<file path="src/rtl/core/mpm_pkg.sv">
// Shared types, constants and register codes of the pulse power monitor.
// No dependencies; mpm_cfg_regs, mpm_serial_div, the top level and the bench import this package.
`default_nettype none
package mpm_pkg;

    localparam int MPM_TIME_BITS = 32;
    localparam int MPM_SUM_W     = 48;
    localparam int MPM_OUT_W     = 32;
    localparam int MPM_NUM_W     = 40;
    localparam int MPM_CFG_W     = 40;
    localparam int MPM_CFG_IDX_W = 3;
    localparam int MPM_WCNT_W    = 16;

    localparam logic [MPM_CFG_IDX_W-1:0] CFG_MIN_INTERVAL    = 3'd0;
    localparam logic [MPM_CFG_IDX_W-1:0] CFG_REPORT_INTERVAL = 3'd1;
    localparam logic [MPM_CFG_IDX_W-1:0] CFG_LIVE_NUMERATOR  = 3'd2;
    localparam logic [MPM_CFG_IDX_W-1:0] CFG_AVG_NUMERATOR   = 3'd3;

    localparam logic [31:0]          RST_MIN_INTERVAL    = 32'd50000;
    localparam logic [31:0]          RST_REPORT_INTERVAL = 32'd30000000;
    localparam logic [MPM_NUM_W-1:0] RST_LIVE_NUMERATOR  = 40'd3060000000;
    localparam logic [MPM_NUM_W-1:0] RST_AVG_NUMERATOR   = 40'd3600000000;

    typedef struct packed {
        logic [31:0]          min_interval;
        logic [31:0]          report_interval;
        logic [MPM_NUM_W-1:0] live_numerator;
        logic [MPM_NUM_W-1:0] avg_numerator;
    } cfg_t;

    typedef struct packed {
        logic busy;
        logic done;
    } div_stat_t;

    function automatic logic [MPM_SUM_W-1:0] add_sat48(input logic [MPM_SUM_W-1:0] a,
                                                       input logic [MPM_SUM_W-1:0] b);
        logic [MPM_SUM_W:0] s;
        s = {1'b0, a} + {1'b0, b};
        return s[MPM_SUM_W] ? {MPM_SUM_W{1'b1}} : s[MPM_SUM_W-1:0];
    endfunction

endpackage
`default_nettype wire

</file>
<file path="src/rtl/core/mpm_ifs.sv">
// Valid/ready channel interfaces: pulse samples in, meter results out.
// No dependencies.
`default_nettype none
interface mpm_pulse_if;
    logic valid;
    logic ready;
    logic pulse_level;

    modport source (output valid, output pulse_level, input ready);
    modport sink   (input valid, input pulse_level, output ready);
endinterface

interface mpm_result_if;
    logic        valid;
    logic        ready;
    logic [31:0] live_power_w;
    logic [31:0] blink_total;
    logic [31:0] interval_ticks;
    logic        report_valid;
    logic [15:0] report_blinks;
    logic [31:0] avg_interval_ticks;
    logic [31:0] avg_power_w;

    modport source (output valid, output live_power_w, output blink_total,
                    output interval_ticks, output report_valid, output report_blinks,
                    output avg_interval_ticks, output avg_power_w, input ready);
    modport sink   (input valid, input live_power_w, input blink_total,
                    input interval_ticks, input report_valid, input report_blinks,
                    input avg_interval_ticks, input avg_power_w, output ready);
endinterface
`default_nettype wire

</file>
<file path="src/rtl/core/mpm_cfg_regs.sv">
// Configuration register file of the pulse power monitor.
// Depends on mpm_pkg for register codes, reset values and cfg_t.
`default_nettype none
module mpm_cfg_regs (
    input  wire logic                              clk,
    input  wire logic                              rst_n,
    input  wire logic                              cfg_we,
    input  wire logic [mpm_pkg::MPM_CFG_IDX_W-1:0] cfg_index,
    input  wire logic [mpm_pkg::MPM_CFG_W-1:0]     cfg_data,
    output mpm_pkg::cfg_t                          cfg
);
    import mpm_pkg::*;

    cfg_t cfg_reg;
    cfg_t cfg_next;

    always_comb
    begin
        cfg_next = cfg_reg;
        if (cfg_we)
        begin
            case (cfg_index)
                CFG_MIN_INTERVAL:    cfg_next.min_interval    = cfg_data[31:0];
                CFG_REPORT_INTERVAL: cfg_next.report_interval = cfg_data[31:0];
                CFG_LIVE_NUMERATOR:  cfg_next.live_numerator  = cfg_data[MPM_NUM_W-1:0];
                CFG_AVG_NUMERATOR:   cfg_next.avg_numerator   = cfg_data[MPM_NUM_W-1:0];
                default:             cfg_next = cfg_reg;
            endcase
        end
    end

    always_ff @(posedge clk or negedge rst_n)
    begin
        if (!rst_n)
        begin
            cfg_reg.min_interval    <= RST_MIN_INTERVAL;
            cfg_reg.report_interval <= RST_REPORT_INTERVAL;
            cfg_reg.live_numerator  <= RST_LIVE_NUMERATOR;
            cfg_reg.avg_numerator   <= RST_AVG_NUMERATOR;
        end
        else
        begin
            cfg_reg <= cfg_next;
        end
    end

    assign cfg = cfg_reg;

endmodule
`default_nettype wire

</file>
<file path="src/rtl/core/mpm_serial_div.sv">
// Bit-serial restoring divider, one quotient bit per cycle, quotient saturated
// to 32 bits and all ones for a zero divisor. Depends on mpm_pkg.
`default_nettype none
module mpm_serial_div #(
    parameter int W = mpm_pkg::MPM_SUM_W
) (
    input  wire logic                          clk,
    input  wire logic                          rst_n,
    input  wire logic                          start,
    input  wire logic [W-1:0]                  dividend,
    input  wire logic [W-1:0]                  divisor,
    output mpm_pkg::div_stat_t                 stat,
    output logic [mpm_pkg::MPM_OUT_W-1:0]      quotient
);
    import mpm_pkg::*;

    localparam int CW = $clog2(W);
    localparam logic [CW-1:0] LAST = CW'(W - 1);

    logic [W-1:0]  rem_reg, rem_next;
    logic [W-1:0]  quo_reg, quo_next;
    logic [W-1:0]  den_reg, den_next;
    logic [CW-1:0] cnt_reg, cnt_next;
    logic          busy_reg, busy_next;
    logic          done_reg, done_next;
    logic [W:0]    shifted;
    logic [W:0]    diff;

    always_comb
    begin
        shifted   = {rem_reg, quo_reg[W-1]};
        diff      = shifted - {1'b0, den_reg};
        rem_next  = rem_reg;
        quo_next  = quo_reg;
        den_next  = den_reg;
        cnt_next  = cnt_reg;
        busy_next = busy_reg;
        done_next = 1'b0;
        if (start)
        begin
            rem_next  = '0;
            quo_next  = dividend;
            den_next  = divisor;
            cnt_next  = '0;
            busy_next = 1'b1;
        end
        else if (busy_reg)
        begin
            // restore when the trial subtract borrows
            if (!diff[W])
            begin
                rem_next = diff[W-1:0];
                quo_next = {quo_reg[W-2:0], 1'b1};
            end
            else
            begin
                rem_next = shifted[W-1:0];
                quo_next = {quo_reg[W-2:0], 1'b0};
            end
            cnt_next = cnt_reg + 1'b1;
            if (cnt_reg == LAST)
            begin
                busy_next = 1'b0;
                done_next = 1'b1;
            end
        end
    end

    always_ff @(posedge clk or negedge rst_n)
    begin
        if (!rst_n)
        begin
            busy_reg <= 1'b0;
            done_reg <= 1'b0;
            cnt_reg  <= '0;
        end
        else
        begin
            busy_reg <= busy_next;
            done_reg <= done_next;
            cnt_reg  <= cnt_next;
        end
    end

    always_ff @(posedge clk)
    begin
        rem_reg <= rem_next;
        quo_reg <= quo_next;
        den_reg <= den_next;
    end

    always_comb
    begin
        if (den_reg == '0 || quo_reg[W-1:MPM_OUT_W] != '0)
        begin
            quotient = '1;
        end
        else
        begin
            quotient = quo_reg[MPM_OUT_W-1:0];
        end
    end

    assign stat.busy = busy_reg;
    assign stat.done = done_reg;

endmodule
`default_nettype wire

</file>
<file path="src/rtl/core/meter_pulse_power_monitor.sv">
// Pulse power monitor top level: edge timing, window sums, result sequencing.
// Depends on mpm_pkg, mpm_ifs, mpm_cfg_regs and mpm_serial_div.
//
// Each sample transfer is one timer tick. A tick without a rising edge stays in
// S_IDLE; a rising edge is checked in S_CHECK and, if rejected as a glitch, goes
// back to S_IDLE. An accepted edge runs its quotients through one shared
// bit-serial divider that resolves one quotient bit per cycle over 48 bits: two
// quotients (live and per-blink power) without a report, four with a report, and
// then loads the result register in S_OUT. Samples are taken again as soon as
// the result is loaded, while it waits to be transferred out.
`default_nettype none
module meter_pulse_power_monitor #(
    parameter int TIME_BITS = mpm_pkg::MPM_TIME_BITS
) (
    input  wire logic                              clk,
    input  wire logic                              rst_n,
    input  wire logic                              cfg_we,
    input  wire logic [mpm_pkg::MPM_CFG_IDX_W-1:0] cfg_index,
    input  wire logic [mpm_pkg::MPM_CFG_W-1:0]     cfg_data,
    mpm_pulse_if.sink                              samples,
    mpm_result_if.source                           results
);
    import mpm_pkg::*;

    localparam int CMP_W = (TIME_BITS > MPM_OUT_W) ? TIME_BITS : MPM_OUT_W;
    localparam logic [CMP_W-1:0] MAX_OUT = CMP_W'({MPM_OUT_W{1'b1}});

    localparam logic [2:0] S_IDLE     = 3'd0;
    localparam logic [2:0] S_CHECK    = 3'd1;
    localparam logic [2:0] S_DIV_LIVE = 3'd2;
    localparam logic [2:0] S_DIV_AVGP = 3'd3;
    localparam logic [2:0] S_DIV_AVGI = 3'd4;
    localparam logic [2:0] S_DIV_AVGW = 3'd5;
    localparam logic [2:0] S_OUT      = 3'd6;

    cfg_t      cfg;
    div_stat_t div_stat;
    logic                 div_start;
    logic [MPM_SUM_W-1:0] div_dividend;
    logic [MPM_SUM_W-1:0] div_divisor;
    logic [MPM_OUT_W-1:0] div_quotient;

    logic [2:0]            state_reg, state_next;
    logic                  prev_level_reg, prev_level_next;
    logic [TIME_BITS-1:0]  tick_reg, tick_next;
    logic [TIME_BITS-1:0]  last_edge_reg, last_edge_next;
    logic [TIME_BITS-1:0]  last_report_reg, last_report_next;
    logic [TIME_BITS-1:0]  edge_time_reg, edge_time_next;
    logic [TIME_BITS-1:0]  interval_reg, interval_next;
    logic [TIME_BITS-1:0]  elapsed_reg, elapsed_next;
    logic [31:0]           blinks_reg, blinks_next;
    logic [MPM_WCNT_W-1:0] wcount_reg, wcount_next;
    logic [MPM_SUM_W-1:0]  isum_reg, isum_next;
    logic [MPM_SUM_W-1:0]  psum_reg, psum_next;
    logic                  report_reg, report_next;
    logic [MPM_WCNT_W-1:0] rep_blinks_reg, rep_blinks_next;
    logic [MPM_OUT_W-1:0]  live_reg, live_next;
    logic [MPM_OUT_W-1:0]  avg_i_reg, avg_i_next;
    logic [MPM_OUT_W-1:0]  avg_p_reg, avg_p_next;

    logic                  out_valid_reg, out_valid_next;
    logic [31:0]           o_live_reg, o_live_next;
    logic [31:0]           o_blinks_reg, o_blinks_next;
    logic [31:0]           o_interval_reg, o_interval_next;
    logic                  o_report_reg, o_report_next;
    logic [15:0]           o_rep_blinks_reg, o_rep_blinks_next;
    logic [31:0]           o_avg_i_reg, o_avg_i_next;
    logic [31:0]           o_avg_p_reg, o_avg_p_next;

    logic                  accept;
    logic                  out_free;
    logic [MPM_WCNT_W-1:0] wcount_inc;

    mpm_cfg_regs u_cfg (
        .clk       (clk),
        .rst_n     (rst_n),
        .cfg_we    (cfg_we),
        .cfg_index (cfg_index),
        .cfg_data  (cfg_data),
        .cfg       (cfg)
    );

    mpm_serial_div #(
        .W (MPM_SUM_W)
    ) u_div (
        .clk      (clk),
        .rst_n    (rst_n),
        .start    (div_start),
        .dividend (div_dividend),
        .divisor  (div_divisor),
        .stat     (div_stat),
        .quotient (div_quotient)
    );

    assign samples.ready = (state_reg == S_IDLE);
    assign accept        = samples.valid && samples.ready;
    assign out_free      = !out_valid_reg || results.ready;
    assign wcount_inc    = (wcount_reg == '1) ? wcount_reg : wcount_reg + 1'b1;

    always_comb
    begin
        state_next       = state_reg;
        prev_level_next  = prev_level_reg;
        tick_next        = tick_reg;
        last_edge_next   = last_edge_reg;
        last_report_next = last_report_reg;
        edge_time_next   = edge_time_reg;
        interval_next    = interval_reg;
        elapsed_next     = elapsed_reg;
        blinks_next      = blinks_reg;
        wcount_next      = wcount_reg;
        isum_next        = isum_reg;
        psum_next        = psum_reg;
        report_next      = report_reg;
        rep_blinks_next  = rep_blinks_reg;
        live_next        = live_reg;
        avg_i_next       = avg_i_reg;
        avg_p_next       = avg_p_reg;
        div_start        = 1'b0;
        div_dividend     = MPM_SUM_W'(cfg.live_numerator);
        div_divisor      = MPM_SUM_W'(interval_reg);

        o_live_next       = o_live_reg;
        o_blinks_next     = o_blinks_reg;
        o_interval_next   = o_interval_reg;
        o_report_next     = o_report_reg;
        o_rep_blinks_next = o_rep_blinks_reg;
        o_avg_i_next      = o_avg_i_reg;
        o_avg_p_next      = o_avg_p_reg;
        out_valid_next    = (out_valid_reg && results.ready) ? 1'b0 : out_valid_reg;

        case (state_reg)
            S_IDLE:
            begin
                if (accept)
                begin
                    prev_level_next = samples.pulse_level;
                    tick_next       = tick_reg + 1'b1;
                    if (samples.pulse_level && !prev_level_reg)
                    begin
                        interval_next  = tick_reg - last_edge_reg;
                        elapsed_next   = tick_reg - last_report_reg;
                        last_edge_next = tick_reg;
                        edge_time_next = tick_reg;
                        state_next     = S_CHECK;
                    end
                end
            end
            S_CHECK:
            begin
                if (CMP_W'(interval_reg) < CMP_W'(cfg.min_interval))
                begin
                    // glitch: timing already restarted from this edge
                    state_next = S_IDLE;
                end
                else
                begin
                    blinks_next     = blinks_reg + 1'b1;
                    wcount_next     = wcount_inc;
                    isum_next       = add_sat48(isum_reg, MPM_SUM_W'(interval_reg));
                    report_next     = CMP_W'(elapsed_reg) > CMP_W'(cfg.report_interval);
                    rep_blinks_next = report_next ? wcount_inc : '0;
                    avg_i_next      = '0;
                    avg_p_next      = '0;
                    div_start       = 1'b1;
                    state_next      = S_DIV_LIVE;
                end
            end
            S_DIV_LIVE:
            begin
                if (div_stat.done)
                begin
                    live_next    = div_quotient;
                    div_start    = 1'b1;
                    div_dividend = MPM_SUM_W'(cfg.avg_numerator);
                    state_next   = S_DIV_AVGP;
                end
            end
            S_DIV_AVGP:
            begin
                if (div_stat.done)
                begin
                    psum_next = add_sat48(psum_reg, MPM_SUM_W'(div_quotient));
                    if (report_reg)
                    begin
                        div_start    = 1'b1;
                        div_dividend = isum_reg;
                        div_divisor  = MPM_SUM_W'(wcount_reg);
                        state_next   = S_DIV_AVGI;
                    end
                    else
                    begin
                        state_next = S_OUT;
                    end
                end
            end
            S_DIV_AVGI:
            begin
                if (div_stat.done)
                begin
                    avg_i_next   = div_quotient;
                    div_start    = 1'b1;
                    div_dividend = psum_reg;
                    div_divisor  = MPM_SUM_W'(wcount_reg);
                    state_next   = S_DIV_AVGW;
                end
            end
            S_DIV_AVGW:
            begin
                if (div_stat.done)
                begin
                    avg_p_next       = div_quotient;
                    last_report_next = edge_time_reg;
                    wcount_next      = '0;
                    isum_next        = '0;
                    psum_next        = '0;
                    state_next       = S_OUT;
                end
            end
            S_OUT:
            begin
                // hold until the result register is free
                if (out_free)
                begin
                    o_live_next       = live_reg;
                    o_blinks_next     = blinks_reg;
                    o_interval_next   = (CMP_W'(interval_reg) > MAX_OUT) ?
                                        '1 : MPM_OUT_W'(CMP_W'(interval_reg));
                    o_report_next     = report_reg;
                    o_rep_blinks_next = rep_blinks_reg;
                    o_avg_i_next      = avg_i_reg;
                    o_avg_p_next      = avg_p_reg;
                    out_valid_next    = 1'b1;
                    state_next        = S_IDLE;
                end
            end
            default:
            begin
                state_next = S_IDLE;
            end
        endcase
    end

    always_ff @(posedge clk or negedge rst_n)
    begin
        if (!rst_n)
        begin
            state_reg       <= S_IDLE;
            prev_level_reg  <= 1'b0;
            tick_reg        <= '0;
            last_edge_reg   <= '0;
            last_report_reg <= '0;
            blinks_reg      <= '0;
            wcount_reg      <= '0;
            isum_reg        <= '0;
            psum_reg        <= '0;
            out_valid_reg   <= 1'b0;
        end
        else
        begin
            state_reg       <= state_next;
            prev_level_reg  <= prev_level_next;
            tick_reg        <= tick_next;
            last_edge_reg   <= last_edge_next;
            last_report_reg <= last_report_next;
            blinks_reg      <= blinks_next;
            wcount_reg      <= wcount_next;
            isum_reg        <= isum_next;
            psum_reg        <= psum_next;
            out_valid_reg   <= out_valid_next;
        end
    end

    always_ff @(posedge clk)
    begin
        edge_time_reg    <= edge_time_next;
        interval_reg     <= interval_next;
        elapsed_reg      <= elapsed_next;
        report_reg       <= report_next;
        rep_blinks_reg   <= rep_blinks_next;
        live_reg         <= live_next;
        avg_i_reg        <= avg_i_next;
        avg_p_reg        <= avg_p_next;
        o_live_reg       <= o_live_next;
        o_blinks_reg     <= o_blinks_next;
        o_interval_reg   <= o_interval_next;
        o_report_reg     <= o_report_next;
        o_rep_blinks_reg <= o_rep_blinks_next;
        o_avg_i_reg      <= o_avg_i_next;
        o_avg_p_reg      <= o_avg_p_next;
    end

    assign results.valid              = out_valid_reg;
    assign results.live_power_w       = o_live_reg;
    assign results.blink_total        = o_blinks_reg;
    assign results.interval_ticks     = o_interval_reg;
    assign results.report_valid       = o_report_reg;
    assign results.report_blinks      = o_rep_blinks_reg;
    assign results.avg_interval_ticks = o_avg_i_reg;
    assign results.avg_power_w        = o_avg_p_reg;

endmodule
`default_nettype wire

</file>
<file path="src/flat_wrapper.sv">
// flat-port wrapper written by rule: the top's interface ports become plain ports
module meter_pulse_power_monitor_flat import mpm_pkg::*;
#(
    parameter int TIME_BITS = mpm_pkg::MPM_TIME_BITS
)
  (clk, rst_n, cfg_we, cfg_index, cfg_data, samples_valid, samples_pulse_level, samples_ready, results_valid, results_live_power_w, results_blink_total, results_interval_ticks, results_report_valid, results_report_blinks, results_avg_interval_ticks, results_avg_power_w, results_ready);
  mpm_pulse_if samples_i ();
  mpm_result_if results_i ();
  input  wire logic clk;
  input  wire logic rst_n;
  input  wire logic cfg_we;
  input  wire logic [mpm_pkg::MPM_CFG_IDX_W-1:0] cfg_index;
  input  wire logic [mpm_pkg::MPM_CFG_W-1:0] cfg_data;
  input wire logic [$bits(samples_i.valid)-1:0] samples_valid;
  input wire logic [$bits(samples_i.pulse_level)-1:0] samples_pulse_level;
  output wire logic [$bits(samples_i.ready)-1:0] samples_ready;
  output wire logic [$bits(results_i.valid)-1:0] results_valid;
  output wire logic [$bits(results_i.live_power_w)-1:0] results_live_power_w;
  output wire logic [$bits(results_i.blink_total)-1:0] results_blink_total;
  output wire logic [$bits(results_i.interval_ticks)-1:0] results_interval_ticks;
  output wire logic [$bits(results_i.report_valid)-1:0] results_report_valid;
  output wire logic [$bits(results_i.report_blinks)-1:0] results_report_blinks;
  output wire logic [$bits(results_i.avg_interval_ticks)-1:0] results_avg_interval_ticks;
  output wire logic [$bits(results_i.avg_power_w)-1:0] results_avg_power_w;
  input wire logic [$bits(results_i.ready)-1:0] results_ready;
  assign samples_i.valid = samples_valid;
  assign samples_i.pulse_level = samples_pulse_level;
  assign samples_ready = samples_i.ready;
  assign results_valid = results_i.valid;
  assign results_live_power_w = results_i.live_power_w;
  assign results_blink_total = results_i.blink_total;
  assign results_interval_ticks = results_i.interval_ticks;
  assign results_report_valid = results_i.report_valid;
  assign results_report_blinks = results_i.report_blinks;
  assign results_avg_interval_ticks = results_i.avg_interval_ticks;
  assign results_avg_power_w = results_i.avg_power_w;
  assign results_i.ready = results_ready;
  meter_pulse_power_monitor #(.TIME_BITS(TIME_BITS)) u_core (.clk(clk), .rst_n(rst_n), .cfg_we(cfg_we), .cfg_index(cfg_index), .cfg_data(cfg_data), .samples(samples_i), .results(results_i));
endmodule
</file>
<file path="config.mk">
export PLATFORM = sky130hd
export DESIGN_NAME = meter_pulse_power_monitor_flat
export DESIGN_NICKNAME = d
export VERILOG_FILES = /design/src/rtl/core/mpm_pkg.sv /design/src/rtl/core/mpm_ifs.sv /design/src/rtl/core/mpm_cfg_regs.sv /design/src/rtl/core/mpm_serial_div.sv /design/src/rtl/core/meter_pulse_power_monitor.sv /design/src/flat_wrapper.sv
export SDC_FILE = /design/constraint.sdc
export NUM_CORES = 2
export LEC_CHECK = 0
export ABC_AREA = 1
export BUFFER_PORTS_ARGS = -buffer_cell sky130_fd_sc_hd__buf_2
export CAP_MARGIN = 20
export CORE_AREA = 2 2 321 323
export DETAILED_ROUTE_END_ITERATION = 16
export DIE_AREA = 0 0 323 325
export HOLD_SLACK_MARGIN = 0.06
export PLACE_DENSITY_LB_ADDON = 0.12
export SETUP_SLACK_MARGIN = 0.02
export SYNTH_ARGS = -nofsm -noshare
export SYNTH_HDL_FRONTEND = slang
export SYNTH_SLANG_ARGS = --single-unit
export TNS_END_PERCENT = 50
</file>
<file path="constraint.sdc">
create_clock -name clk -period 13.4 [get_ports clk]
set_input_delay 0.67 -clock clk [delete_from_list [all_inputs] [get_ports clk]]
set_output_delay 0.67 -clock clk [all_outputs]
set_load 0.005 [all_outputs]
</file>
==> run metrics <==
outcome finished, final reports clean; PortBufs 227; Clock transition at path regs 0.07 ns; Worst-Skew Late Latency 0.73 ns; global-route wire length before repair 238000 microns; initial drt markers 4161; CTS tree built; max_cap viols 0; Post-synth top flop edfxtp_1; minimum clock period 4.87 ns; IO Count 228; die width 323 microns; fraction of registers with async set or reset after synthesis 43.6%; utilization after layout 55.7%; max reg flops 144; maximum VDD drop 0.110 mV; pwr/cell area 194 mW/mm^2; flop-to-flop setup slack 8.53 ns; synthesized net count 6506; share of layout cells above drive strength 1 8.16%; Worst Hold Class primary input to flip-flop; drt via density 5.33; via count 42114; hold path depth 3; synth warn 0; largest net degree at the start of global routing 137; fin area 0.0565 sq mm; flops & latches, synth 911; effective utilization at floorplan 49.8%; Yosys top cell area share 27.7%; post-synth top area cell edfxtp_1; Crit-path slowest cell edfxtp_1; synth cell count leaders nand2_1 (2000), inv_1 (922), edfxtp_1 (466), nor2_1 (466), o21ai_0 (431); area grow syn2layout 11.9%; register area share after synthesis 49.4%; count of final hold-check violations 0; Worst Path Max Fanout 31; top cells by area, synth edfxtp_1 (28%), dfrtp_1 (18%), nand2_1 (15%), inv_1 (6.9%), ha_1 (5.6%); number of CTS-inserted buffers 100; Critical Path RT 13.99 ns; WL final 157000 microns; initial antenna violation count 4; leading cell type by number of instances after synthesis nand2_1; synth unique cells 57; FF-to-FF End u_core.psum_reg[17]; nets 6723; TritonRoute pass-1 iters 6; WP data arrival 5.46 ns; most repeated library cell on the critical path nand2_1; post-detail-place hpwl 120000 microns; Post-DP Area 0.0530 sq mm; Tot GR Track Use 29.8%; Max Slew Vio Count 0; hold worst-path end u_core.u_cfg.cfg[72]; Final GP Congestion 1.01; hold_sp cfg_data[32]; Post-Syn Area per Cell 8.11 sq um; Antenna Violating Nets Remaining 0; Rows 117; final setup vio count 0; Worst Max-Slew Pin Slew 1.06 ns; crit share post-route 36.4%; Clock Path Buffers 3; unrepaired setup endpoints after global routing false; Syn Inst Count 6225; die area 0.105 sq mm; total power 11.0 mW; FMAX 0.205 GHz; DIE HEIGHT 325 microns; Core ar. 0.101 sq mm; total clock sinks 911; Post-CTS Setup Inserts 0; CTS H-tree lvls 3; static leakage 26.8 nW; Crit. End Element flip-flop; reg2reg path depth 23; grt ovf 0; Critical Path Max Stage Delay 0.51 ns; ant diodes 0; Fin Hold WS 0.236 ns; root buffer cell clkbuf_16; R2R Path Start u_core.u_div.den_reg[0]; number of synthesized flops with an enable pin 466; clk_skew 0.0414 ns; Setup CP Type flip-flop to flip-flop; DRC Markers 0; CP Launch Type flip-flop; worst path cell trace nor2_1 > nand3_1 > nor4_1 > nand4_1 > nand2_1 > inv_1 > buf_4 > nand2_1 > ha_1 > inv_1 > fa_1 > o21ai_1 > nand2_1 > nand2_1 > nand2_1 > nand2_1 > nand3_1 > nand2_1 > inv_1 > buf_4 > nand2_1 > nand2_1 > o21ai_0; WL per Instance 19.9 microns; mapped cell area 0.0505 sq mm; Relative slew margins 28.8%; number of global-route vias before repair 39096; setup TNS 0 ns
==> cells in the final DEF (no fill, tap or decap), types with 15 or more instances in the layout <==
master / n
dfstp_2: 42
o2111ai_1: 22
nor3_1: 69
inv_2: 16
o211ai_1: 18
nand3_1: 269
xnor2_1: 41
a21oi_1: 211
nor4_1: 25
dfxtp_1: 48
o21ai_0: 431
buf_2: 226
o22ai_1: 18
nand2_1: 1996
nand4_1: 106
inv_1: 921
clkbuf_16: 102
buf_4: 34
a22oi_1: 23
edfxtp_1: 466
o31ai_1: 15
dfrtp_1: 355
ha_1: 227
xor2_1: 158
clkbuf_1: 24
nor2_1: 463
==> worst max path at each step <==
stage | startpoint | to
finish | u_core.u_div.den_reg[0] | u_core.psum_reg[17]
CTS | u_core.u_div.done_reg | u_core.u_div.quo_reg[46]
global placement | u_core.u_div.done_reg | u_core.u_div.quo_reg[31]
floorplan | results_ready | u_core.results.avg_interval_ticks[0]
detailed placement | u_core.u_div.done_reg | u_core.u_div.quo_reg[31]
global route | u_core.u_div.den_reg[0] | u_core.psum_reg[17]
==> repair_timing <==
action | CTS | global route
hold endpoints to repair | 64 | 0
gates resized for setup | 0 | 0
hold buffers | 1 | 0
==> critical path, delay by kind of cell, from the launching register on <==
| kind | cells | cell delay (ns) |
|---|---|---|
| and+or+nand+nor | 14 | 2.34 |
| buffers and inverters | 5 | 0.96 |
| adders and majority gates | 2 | 0.59 |
| DFF | 1 | 0.51 |
| AOI/OAI and AO/OA | 2 | 0.35 |
==> kinds of logic (layout without fill, tap and decap cells) <==
kind of cell             after synthesis  in the layout  synth area share (%)
XOR/XNOR                             199            199                  3.45
adder cells (fa/ha/maj)              232            232                  5.83
buffers and inverters               1093           1396                  8.35
AND/OR/NAND/NOR                     2998           2998                  24.4
flip-flops                           911            911                  49.4
AO/OA/AOI/OAI                        792            792                  8.58
==> per-stage QoR <==
step / instances / worst slack [ns]
final: 7896 / 8.53
after global routing: 7896 / 8.10
after CTS: 7894 / 8.33
after detailed placement: 7705 / 8.38
after global placement: 7704 / 8.45
after floorplan: 6225 / 4.66
==> area by class of cell <==
| class | instances | area, sq um |
|---|---|---|
| Timing Repair Buffer | 266 | 1490 |
| Clock inverter | 54 | 654 |
| Sequential cell | 911 | 24900 |
| Inverter | 942 | 3540 |
| Clock buffer | 134 | 2750 |
| Fill cell | 9544 | 44800 |
| Multi-Input combinational cell | 4221 | 21400 |
| Tap cell | 1368 | 1710 |
==> report_power, final <==
part	switching [mW]	internal [mW]	total (mW)
sequential	0.383	3.67	4.06
clock	1.21	1.63	2.84
combinational	2.80	1.26	4.06
total	4.39	6.57	11.0
==> per-layer routing <==
layer / wire length (microns) / vias to the layer above / global-route usage, %
li1: - / 20553 / -
met1: 72000 / 19773 / 43.7
met2: 67700 / 1520 / 44.8
met3: 10200 / 268 / 3.71
met4: 6850 / 0 / 12.0
met5: 0 / - / 0
(Power assumes the default switching activity.)
